### src/rcfp_pkg.sv
// ----------------------------------------------------------------------------
// rcfp_pkg
// Shared types, constants and lookup functions for the radio command frame
// parser.
// ----------------------------------------------------------------------------
package rcfp_pkg;

  // Default frame length limit in bytes
  localparam int unsigned MAX_FRAME_BYTES_DEF = 251;

  // Frame scanner widths
  localparam int unsigned POS_W   = 8;
  localparam int unsigned IDX_W   = 8;
  localparam int unsigned COMMA_W = 3;

  // Keyword table: ARM, NULL (field 0), LAUNCH (field 1), PARACHUTE, NULL (field 2)
  localparam int unsigned KW_COUNT = 5;
  localparam int unsigned KW_MAX   = 9;
  localparam int unsigned KW_BITS  = 8 * KW_MAX;

  localparam logic [KW_BITS-1:0] KW_TEXT [KW_COUNT] = '{
    {"ARM",       48'h0},
    {"NULL",      40'h0},
    {"LAUNCH",    24'h0},
    {"PARACHUTE"       },
    {"NULL",      40'h0}
  };
  localparam logic [IDX_W-1:0]   KW_LEN   [KW_COUNT] = '{8'd3, 8'd4, 8'd6, 8'd9, 8'd4};
  localparam logic [COMMA_W-1:0] KW_FIELD [KW_COUNT] = '{3'd0, 3'd0, 3'd1, 3'd2, 3'd2};

  // Keyword hit bit positions
  localparam int unsigned HIT_ARM    = 0;
  localparam int unsigned HIT_DISARM = 1;
  localparam int unsigned HIT_LAUNCH = 2;
  localparam int unsigned HIT_DEPLOY = 3;
  localparam int unsigned HIT_STOW   = 4;

  // Frame markers
  localparam logic [47:0] START_TEXT = "START,";
  localparam logic [2:0]  START_LEN  = 3'd6;
  localparam logic [31:0] TAIL_END   = 32'h2C45_4E44;  // ",END"
  localparam logic [2:0]  END_LEN    = 3'd4;
  localparam logic [7:0]  CHAR_COMMA = 8'h2C;
  localparam logic [7:0]  CHAR_NUL   = 8'h00;
  localparam logic [COMMA_W-1:0] COMMA_SAT  = 3'd6;
  localparam logic [COMMA_W-1:0] COMMA_GOOD = 3'd5;
  localparam logic [IDX_W-1:0]   IDX_SAT    = 8'd255;

  // Result codes
  localparam logic [1:0] ST_OK     = 2'd0;
  localparam logic [1:0] ST_MARKER = 2'd1;
  localparam logic [1:0] ST_COMMAS = 2'd2;

  localparam logic [1:0] CHUTE_NONE   = 2'd0;
  localparam logic [1:0] CHUTE_DEPLOY = 2'd1;
  localparam logic [1:0] CHUTE_STOW   = 2'd2;

  // Frame summary after the current byte, scanner to command logic
  typedef struct packed {
    logic                start_ok;
    logic                end_ok;
    logic                comma_five;
    logic [KW_COUNT-1:0] hits;
  } scan_sum_t;

  // Character i of keyword k (only used where i is below the keyword length)
  function automatic logic [7:0] kw_char(input int unsigned k, input logic [3:0] i);
    logic [KW_BITS-1:0] w;
    w = KW_TEXT[k] << {i, 3'b000};
    return w[KW_BITS-1 -: 8];
  endfunction

  // Character i of the start marker (i below START_LEN)
  function automatic logic [7:0] start_char(input logic [2:0] i);
    logic [47:0] w;
    w = START_TEXT << {i, 3'b000};
    return w[47:40];
  endfunction

endpackage

### src/rcfp_scan.sv
// ----------------------------------------------------------------------------
// rcfp_scan
// Per-frame scanner: start/end marker checks, comma counting and keyword
// matching. Presents the frame summary as it stands after the current beat.
// ----------------------------------------------------------------------------
module rcfp_scan #(
  parameter int unsigned MAX_FRAME_BYTES = rcfp_pkg::MAX_FRAME_BYTES_DEF
) (
  input  logic                clk,
  input  logic                rst,
  input  logic                step,
  input  logic [7:0]          byte_in,
  input  logic                last_in,
  output rcfp_pkg::scan_sum_t sum
);
  import rcfp_pkg::*;

  localparam logic [POS_W-1:0] MaxPos = POS_W'(MAX_FRAME_BYTES);

  logic [POS_W-1:0]    position,    position_next;
  logic                terminated,  terminated_next;
  logic                prefix_ok,   prefix_ok_next;
  logic [31:0]         tail_window, tail_window_next;
  logic [COMMA_W-1:0]  comma_count, comma_count_next;
  logic [IDX_W-1:0]    char_index,  char_index_next;
  logic [KW_COUNT-1:0] match_bits,  match_bits_next;
  logic [KW_COUNT-1:0] hits,        hits_next;

  // Next per-frame state for the beat in the input register
  always_comb begin
    position_next    = position;
    terminated_next  = terminated;
    prefix_ok_next   = prefix_ok;
    tail_window_next = tail_window;
    comma_count_next = comma_count;
    char_index_next  = char_index;
    match_bits_next  = match_bits;
    hits_next        = hits;
    if (!terminated && position < MaxPos) begin
      if (byte_in == CHAR_NUL) begin
        terminated_next = 1'b1;
      end else begin
        if (position < POS_W'(START_LEN) && byte_in != start_char(position[2:0])) begin
          prefix_ok_next = 1'b0;
        end
        tail_window_next = {tail_window[23:0], byte_in};
        if (byte_in == CHAR_COMMA) begin
          if (comma_count < COMMA_SAT) begin
            // close field 0..2: record keywords that matched in full
            if (comma_count >= 3'd1 && comma_count <= 3'd3) begin
              for (int k = 0; k < KW_COUNT; k++) begin
                if (KW_FIELD[k] == comma_count - 3'd1 && match_bits[k] &&
                    char_index == KW_LEN[k]) begin
                  hits_next[k] = 1'b1;
                end
              end
            end
            comma_count_next = comma_count + 3'd1;
          end
          char_index_next = '0;
          match_bits_next = '1;
        end else begin
          for (int k = 0; k < KW_COUNT; k++) begin
            if (char_index >= KW_LEN[k] || byte_in != kw_char(k, char_index[3:0])) begin
              match_bits_next[k] = 1'b0;
            end
          end
          if (char_index != IDX_SAT) begin
            char_index_next = char_index + 8'd1;
          end
        end
        position_next = position + 8'd1;
      end
    end
  end

  // Summary as seen after this beat
  always_comb begin
    sum.start_ok   = (position_next >= POS_W'(START_LEN)) && prefix_ok_next;
    sum.end_ok     = (position_next >= POS_W'(END_LEN)) && (tail_window_next == TAIL_END);
    sum.comma_five = (comma_count_next == COMMA_GOOD);
    sum.hits       = hits_next;
  end

  // Frame state registers; cleared after the last beat of a frame
  always_ff @(posedge clk) begin
    if (rst || (step && last_in)) begin
      position    <= '0;
      terminated  <= 1'b0;
      prefix_ok   <= 1'b1;
      tail_window <= '0;
      comma_count <= '0;
      char_index  <= '0;
      match_bits  <= '1;
      hits        <= '0;
    end else if (step) begin
      position    <= position_next;
      terminated  <= terminated_next;
      prefix_ok   <= prefix_ok_next;
      tail_window <= tail_window_next;
      comma_count <= comma_count_next;
      char_index  <= char_index_next;
      match_bits  <= match_bits_next;
      hits        <= hits_next;
    end
  end

endmodule

### src/rcfp_cmd.sv
// ----------------------------------------------------------------------------
// rcfp_cmd
// Frame verdict and command decode: keeps the sticky arm, launch and
// parachute flags and holds the result register.
// ----------------------------------------------------------------------------
module rcfp_cmd (
  input  logic                clk,
  input  logic                rst,
  input  logic                load,
  input  rcfp_pkg::scan_sum_t sum,
  input  logic                out_ready,
  output logic                out_valid,
  output logic [1:0]          frame_status,
  output logic                armed,
  output logic                launch_ordered,
  output logic                chute_flag,
  output logic                disarm_pulse,
  output logic [1:0]          chute_action
);
  import rcfp_pkg::*;

  logic       arm_flag,    arm_flag_next;
  logic       launch_flag, launch_flag_next;
  logic       chute,       chute_next;
  logic [1:0] status_next;
  logic       disarm_next;
  logic [1:0] action_next;

  // Verdict and flag updates
  always_comb begin
    arm_flag_next    = arm_flag;
    launch_flag_next = launch_flag;
    chute_next       = chute;
    disarm_next      = 1'b0;
    action_next      = CHUTE_NONE;
    if (!(sum.start_ok && sum.end_ok)) begin
      status_next = ST_MARKER;
    end else if (!sum.comma_five) begin
      status_next = ST_COMMAS;
    end else begin
      status_next = ST_OK;
      if (sum.hits[HIT_ARM] && !arm_flag) begin
        arm_flag_next = 1'b1;
      end else if (sum.hits[HIT_DISARM] && arm_flag) begin
        arm_flag_next = 1'b0;
        disarm_next   = 1'b1;
      end
      if (sum.hits[HIT_LAUNCH]) begin
        launch_flag_next = 1'b1;
      end
      if (sum.hits[HIT_DEPLOY]) begin
        chute_next  = 1'b1;
        action_next = CHUTE_DEPLOY;
      end else if (sum.hits[HIT_STOW]) begin
        chute_next  = 1'b0;
        action_next = CHUTE_STOW;
      end
    end
  end

  // Sticky flags and result valid
  always_ff @(posedge clk) begin
    if (rst) begin
      arm_flag    <= 1'b0;
      launch_flag <= 1'b0;
      chute       <= 1'b0;
      out_valid   <= 1'b0;
    end else if (load) begin
      arm_flag    <= arm_flag_next;
      launch_flag <= launch_flag_next;
      chute       <= chute_next;
      out_valid   <= 1'b1;
    end else if (out_ready) begin
      out_valid   <= 1'b0;
    end
  end

  // Result payload
  always_ff @(posedge clk) begin
    if (load) begin
      frame_status   <= status_next;
      armed          <= arm_flag_next;
      launch_ordered <= launch_flag_next;
      chute_flag     <= chute_next;
      disarm_pulse   <= disarm_next;
      chute_action   <= action_next;
    end
  end

endmodule

### src/radio_command_frame_parser.sv
// ----------------------------------------------------------------------------
// radio_command_frame_parser
// Parses radio command frames one byte per beat and emits one result per
// frame with the status and the updated arm, launch and parachute flags.
//
//   Channel | Handshake            | Payload
//   --------+----------------------+--------------------------------------------
//   input   | in_valid / in_ready  | frame_byte[7:0], last_byte
//   result  | out_valid / out_ready| frame_status[1:0], armed, launch_ordered,
//           |                      | chute_flag, disarm_pulse, chute_action[1:0]
//
// One byte is accepted per cycle while input is not stalled. A byte is held in
// the input register and scanned, and a last byte then loads the result
// register, which then presents the result with out_valid. Only a last byte
// waiting on a full, unread result register stalls input. Synchronous reset
// clears the sticky flags and the frame state; no clearing pass is needed.
// ----------------------------------------------------------------------------
module radio_command_frame_parser #(
  parameter int unsigned MAX_FRAME_BYTES = rcfp_pkg::MAX_FRAME_BYTES_DEF
) (
  input  logic       clk,
  input  logic       rst,
  input  logic       in_valid,
  output logic       in_ready,
  input  logic [7:0] frame_byte,
  input  logic       last_byte,
  output logic       out_valid,
  input  logic       out_ready,
  output logic [1:0] frame_status,
  output logic       armed,
  output logic       launch_ordered,
  output logic       chute_flag,
  output logic       disarm_pulse,
  output logic [1:0] chute_action
);
  import rcfp_pkg::*;

  logic       s_valid;
  logic [7:0] s_byte;
  logic       s_last;
  logic       advance;
  scan_sum_t  sum;

  // A non-last beat never needs the result register
  assign advance  = s_valid && (!s_last || !out_valid || out_ready);
  assign in_ready = !s_valid || advance;

  // Input register
  always_ff @(posedge clk) begin
    if (rst) begin
      s_valid <= 1'b0;
    end else if (in_valid && in_ready) begin
      s_valid <= 1'b1;
    end else if (advance) begin
      s_valid <= 1'b0;
    end
  end

  always_ff @(posedge clk) begin
    if (in_valid && in_ready) begin
      s_byte <= frame_byte;
      s_last <= last_byte;
    end
  end

  rcfp_scan #(
    .MAX_FRAME_BYTES(MAX_FRAME_BYTES)
  ) u_scan (
    .clk    (clk),
    .rst    (rst),
    .step   (advance),
    .byte_in(s_byte),
    .last_in(s_last),
    .sum    (sum)
  );

  rcfp_cmd u_cmd (
    .clk           (clk),
    .rst           (rst),
    .load          (advance && s_last),
    .sum           (sum),
    .out_ready     (out_ready),
    .out_valid     (out_valid),
    .frame_status  (frame_status),
    .armed         (armed),
    .launch_ordered(launch_ordered),
    .chute_flag    (chute_flag),
    .disarm_pulse  (disarm_pulse),
    .chute_action  (chute_action)
  );

  // Rejected frames carry no command action
  a_reject_no_action: assert property (@(posedge clk) disable iff (rst)
    out_valid && frame_status != ST_OK |-> !disarm_pulse && chute_action == CHUTE_NONE)
    else $error("rejected frame carries an action");

  // Disarm pulse leaves the arm flag clear
  a_disarm_clears: assert property (@(posedge clk) disable iff (rst)
    out_valid && disarm_pulse |-> !armed)
    else $error("disarm pulse with arm flag set");

  // Chute action agrees with the chute flag
  a_chute_consistent: assert property (@(posedge clk) disable iff (rst)
    out_valid && (chute_action == CHUTE_DEPLOY || chute_action == CHUTE_STOW)
    |-> chute_flag == (chute_action == CHUTE_DEPLOY))
    else $error("chute action and flag disagree");

  // A last beat blocked by an unread result is held, not dropped
  a_last_held: assert property (@(posedge clk) disable iff (rst)
    s_valid && s_last && out_valid && !out_ready |=> s_valid && s_last && out_valid)
    else $error("blocked last beat lost");

endmodule
### config.mk
export PLATFORM = sky130hd
export DESIGN_NAME = radio_command_frame_parser
export DESIGN_NICKNAME = d
export VERILOG_FILES = /design/src/rcfp_pkg.sv /design/src/rcfp_scan.sv /design/src/rcfp_cmd.sv /design/src/radio_command_frame_parser.sv
export SDC_FILE = /design/constraint.sdc
export NUM_CORES = 1
export LEC_CHECK = 0
export BUFFER_PORTS_ARGS = -buffer_cell sky130_fd_sc_hd__buf_2
export CORE_MARGIN = 1.5
export CORE_UTILIZATION = 55
export DETAILED_ROUTE_END_ITERATION = 12
export PLACE_DENSITY = 0.72
export SLEW_MARGIN = 30
export SYNTH_ARGS = -nofsm -noshare
export SYNTH_HDL_FRONTEND = slang
export SYNTH_SLANG_ARGS = --single-unit
### constraint.sdc
create_clock -name clk -period 3.8 [get_ports clk]
set_clock_uncertainty 0.1 [all_clocks]
set_input_delay 0.76 -clock clk [delete_from_list [all_inputs] [get_ports clk]]
set_output_delay 0.76 -clock clk [all_outputs]
set_load 0.02 [all_outputs]
# == Yosys cells after proc, flatten, opt, wreduce, memory -nomap -nowiden ==
# Index checks and enable logic that the tools add are counted.
# Widths: inputs -> output; s select.
# word_totals
register_bits,85
word_cells,162
inputBits,13
# op_classes
n_shift,5
n_reduce_logical,52
bitwise_logic,3
n_addsub,4
magnitude_cmp,11
muxes,47
eq_ne,15
# ops
op,count
$shl 71x7->72 const A,4
$mux 32,2
$shl 47x6->48 const A,1
$ne 8x8->1,5
$eq 32x30->1 const B,1
$ge 8x3->1 const B,4
$mux 8,4
$mux 5,6
$mux 1,29
$logic_and 1x1->1,21
$reduce_and 4->1,5
$add 8x1->8 const B,2
$eq 8x3->1 const B,2
$reduce_bool 2->1,7
$mux 3,4
$eq 8x2->1 const B,1
$eq 8x4->1 const B,1
$eq 8x6->1 const B,1
$ge 8x2->1 const B,1
$ge 8x4->1 const B,1
$logic_not 8->1,1
$logic_or 1x1->1,8
$lt 8x3->1 const B,1
$lt 8x8->1 const B,1
16 further kinds,24

# == Depth between registers and ports, before layout ==
# depth
ltp_word,15
ltp_mapped,11
depth_no_buf,9

# == Cells and area by module ==
# From an unflattened synthesis, not the netlist that was laid out.
# unflattened
cells_unflattened,537
area_unflattened_um2,4514.3
# by_module_without_submodules
mod,area_each_um2,n_inst,cells_per_inst
rcfp_scan,3704.8,1,481
rcfp_cmd,459.2,1,38
radio_command_frame_parser,350.3,1,18

# == Least setup slack after synthesis ==
# OpenSTA, ideal clock, no wires.
# synth_path
path_type,register -> register
from,register u_scan.position[0]
to,"register u_cmd.armed, data pin"
period_less_slack_ns,2.942
path_stages_with_launch,12
arrival_time_ns,2.587
setup_ns,0.254
path_buffers,2
t_required_ns,3.446
slack_ns,0.858
path_cell_list,dfxtp_1 clkbuf_1 inv_1 ha_1 nor2_1 nand3_1 a32o_1 or3_1 a221o_1 nand2b_1 clkbuf_1 o21a_1
# synth_via
elab_chain_cells,9
# synth_rtl
element,line_no,text
"start, declared",rcfp_scan.sv:20,"logic [POS_W-1:0] position, position_next;"
"start signal, assigned",rcfp_scan.sv:97,position <= position_next;
"parallel branches: the longest is 8 deep, another holds $add 8x1->8",--,
$mux 1 *,rcfp_cmd.sv:36,if (!(sum.start_ok && sum.end_ok)) begin
named net u_cmd.arm_flag_next,rcfp_cmd.sv:22,"logic arm_flag, arm_flag_next;"
"end signal, assigned",rcfp_cmd.sv:82,armed <= arm_flag_next;
"end, declared",rcfp_cmd.sv:14,"output logic armed,"
# Mark *: on every way through the listed nets, which the timed path passes.
# A chain may end at the register's enable or synchronous reset.

# == Worst setup path in the final report ==
# layout_path
from,register u_scan.position[0]
to,"register u_cmd.chute_flag, data pin"
# layout_via
elab_chain_cells,9
# layout_rtl
element,line_no,text
"parallel branches: the longest is 8 deep, another holds $add 8x1->8",--,
$mux 1 *,rcfp_cmd.sv:36,
named net u_cmd.chute_next,rcfp_cmd.sv:24,"logic chute, chute_next;"
"end signal, assigned",rcfp_cmd.sv:84,chute_flag <= chute_next;
"end, declared",rcfp_cmd.sv:16,"output logic chute_flag,"
# Marked as above.

==> flow_summary.ini <==
[run_status]
status = completed

[die]
start_util_pct = 56.9
dieArea_um2 = 8580
dieWidth_um = 92.6
row_count = 32
die_y_um = 92.6
core_um2 = 7770
num_io_pins = 23

[timing]
maxSlewHeadroom_pct = 46.4
worst_pin_slew_ns = 0.782
timing.fmax_mhz = 312
fin_crit_sh_pct = 84.3
period_needed_ns = 3.20
hold_viol_final = 0
rsz0062_at_grt = no
setup_viol = 0
fin_tns_setup_ns = 0
slew_violations = 0
holdWs_ns = 0.360

[clock_network]
clk_latency_ns = 0.34
cts_buffers = 9
cts_buffer_depth = 2
cts_tree = yes
cts-hold-fix-buffers = 0
cts_setup_buffers = 0
path_clk_slew_ns = 0.09
clockRootBuffer = clkbuf_8
cts.sinks = 84
cts_resized = 0
htree_levels = 3

[setup_path]
r2r_slack_ns = 0.60
crit_fanout = 9
critPathRequiredTime_ns = 3.84
r2r-end = u_cmd.chute_flag
cp-end-kind = register
rr_startpoint = u_scan.position[0]
worstRegToRegCells = 9
critPathKind = register to register
critPathArrivalTime_ns = 3.25
start_kind = register

[power_and_ir_drop]
power_frac_comb_pct = 7.7
p_clk_share_pct = 37.0
p_sw_uw = 459
sequentialPowerShare_pct = 55.4
ir_drop_mv = 0.234
power_density_nw_per_um2 = 361
swShare_pct = 26.6
p_leak_nw = 1.67
power.internal_mw = 1.27

[routing]
post_drt_wl_per_cell_um = 16.2
drt_wl_total_um = 10400
vias = 3789
postRouteAntennaNets = 0
post-route-drc-count = 0
drt-pass1-iter-count = 5
viasPerCell = 5.89
initialDrtViolationCount = 209

[yosys]
synthFlopType = dfxtp_1
syn_area_per_cell_um2 = 8.39
yosysUniqueCellTypes = 59
syn-num-nets = 554
yosysTopAreaCell = dfxtp_1
synth_area_leaders = dfxtp_1 (30%), edfxtp_1 (12%), nand2_1 (7.4%), a21oi_1 (5.5%), nor2_1 (4.0%)
ys_seq_area_share_pct = 41.9
synth-warning-count = 0
synth_area_um2 = 4420
netlist.area_leader.share_pct = 30.4
async_flop_share_pct = 0
synth-edff-count = 17
syn_inst = 527
ys_seq_elements = 84

[cells_and_area]
nNetsFinal = 563
syn2layout_area_growth_pct = 8.30
drive_above_1_share_pct = 9.98
antennaDiodeCount = 0

[placement]
gp_congestion = 0.850
hpwl_um = 7310
numPortBuffers = 22

[worst_hold_path]
min_to = u_scan.tail_window[29]
min_path_type = register to register
hold_start = u_scan.tail_window[29]
hold_depth = 2

[global_routing]
grt_max_degree = 41
antenna_found_initial = 0
grtUsageTotal_pct = 25.7
grt_pass1_vias = 3707
grt_overflow_total = 0
grt_pass1_wl_um = 17700

[run]
max-cap-violations = 0
-- state kept, by name, indices dropped and copies added, names as in the netlist, 2 cells and up --
name,flops
u_scan.match_bits,4
u_scan.char_index,8
u_scan.position,8
u_cmd.chute_action,2
u_scan.hits,5
u_cmd.frame_status,2
s_byte,8
u_scan.tail_window,32
u_scan.comma_count,3
-- cells by family (layout without fill, tap and decap cells) --
logic type,after synthesis,in the layout,share of synthesized area (%)
flip-flops,84,84,41.9
AO/OA/AOI/OAI,119,119,17.2
buffers and inverters,47,61,4.50
multiplexers,4,4,0.906
adder cells (fa/ha/maj),14,14,3.96
AND/OR/NAND/NOR,231,231,26.0
XOR/XNOR,28,28,5.55
-- critical path, stage by stage (launching register included) --
cell      delay [ns]
dfxtp_1         0.51
inv_1           0.10
ha_1            0.35
nor2_1          0.11
nand3_1         0.09
a32o_1          0.29
or3_1           0.35
a221o_1         0.47
nand2b_1        0.30
o31ai_1         0.34
-- layout by cell type, fill, tap and decap left out, drive strengths merged, types with 4 or more instances in the layout --
| cell | Yosys | final |
|---|---|---|
| nor4 | 6 | 6 |
| and2 | 4 | 4 |
| o31ai | 5 | 5 |
| or3 | 5 | 5 |
| and3 | 6 | 6 |
| nand2b | 5 | 5 |
| ha | 14 | 14 |
| nand3 | 16 | 16 |
| mux2i | 4 | 4 |
| nand2 | 88 | 88 |
| nand4b | 4 | 4 |
| dfxtp | 67 | 67 |
| nor3 | 15 | 15 |
| a22oi | 8 | 8 |
| nor2 | 47 | 47 |
| buf | 9 | 28 |
| nand4 | 10 | 10 |
| nor2b | 4 | 4 |
| inv | 17 | 21 |
| edfxtp | 17 | 17 |
| xnor2 | 13 | 13 |
| a21oi | 50 | 50 |
| o21a | 4 | 4 |
| a31oi | 4 | 4 |
| xor2 | 15 | 15 |
| clkbuf | 21 | 10 |
| nor4b | 6 | 6 |
| o21ai | 20 | 20 |
-- power by group through the flow --
| stage | registers, mW | clock network [mW] | logic (mW) |
|---|---|---|---|
| finish | 0.956 | 0.638 | 0.132 |
| global route | 0.960 | 0.687 | 0.148 |
| CTS | 0.956 | 0.650 | 0.132 |
| detailed placement | 0.977 | 0 | 0.132 |
| global placement | 0.976 | 0 | 0.130 |
| floorplan | 0.961 | 0 | 0.105 |
-- synthesized netlist by cell type (4+ instances only) --
master,count
nand2_1,87
dfxtp_1,67
a21oi_1,49
nor2_1,47
clkbuf_1,21
o21ai_0,20
edfxtp_1,17
inv_1,17
nand3_1,16
nor3_1,15
xor2_1,15
ha_1,14
xnor2_1,13
nand4_1,10
a22oi_1,8
and3_1,6
buf_2,6
nand2b_1,5
nor4_1,5
nor4b_1,5
o31ai_1,5
or3_1,5
a31oi_1,4
and2_1,4
mux2i_1,4
nand4b_1,4
nor2b_1,4
o21a_1,4
-- cell type report --
cell class / count / area, um2
fillers: 705 / 2980
clock inverters: 6 / 51.3
flip-flops and latches: 84 / 1850
clock buffers: 10 / 149
inverters: 17 / 63.8
multi-input cells: 396 / 2370
repair buffers: 28 / 168
well taps: 102 / 128
-- per-stage QoR --
step	instance area (um2)	power, mW	utilization, %	cells	setup WS (ns)
global route	4790	1.80	61.6	643	0.439
floorplan	4420	1.07	-	527	0.858
global placement	4580	1.11	59.0	627	0.808
CTS	4790	1.74	61.6	643	0.648
detailed placement	4590	1.11	59.0	627	0.671
finish	4790	1.73	61.6	643	0.598
-- routing by layer --
| layer | up-vias | track usage (%) | wire (um) |
|---|---|---|---|
| met2 | 81 | 44.5 | 5090 |
| met4 | 0 | 7.20 | 158 |
| met5 | - | 0 | 0 |
| met3 | 13 | 4.02 | 375 |
| met1 | 1796 | 33.2 | 4770 |
| li1 | 1899 | - | - |
-- worst max-delay path by stage --
stage	to	start	cells after the start	slack (ns)
2_1_floorplan	u_cmd.armed	u_scan.position[0]	11	0.86
3_3_place_gp	u_cmd.armed	s_byte[0]	6	0.81
3_5_place_dp	u_cmd.chute_flag	u_scan.position[0]	9	0.67
4_1_cts	u_cmd.chute_flag	u_scan.position[0]	9	0.65
5_1_grt	u_cmd.chute_flag	u_scan.position[0]	9	0.44
6_report	u_cmd.chute_flag	u_scan.position[0]	9	0.60
Note: power is estimated with default switching activity, not from simulation.
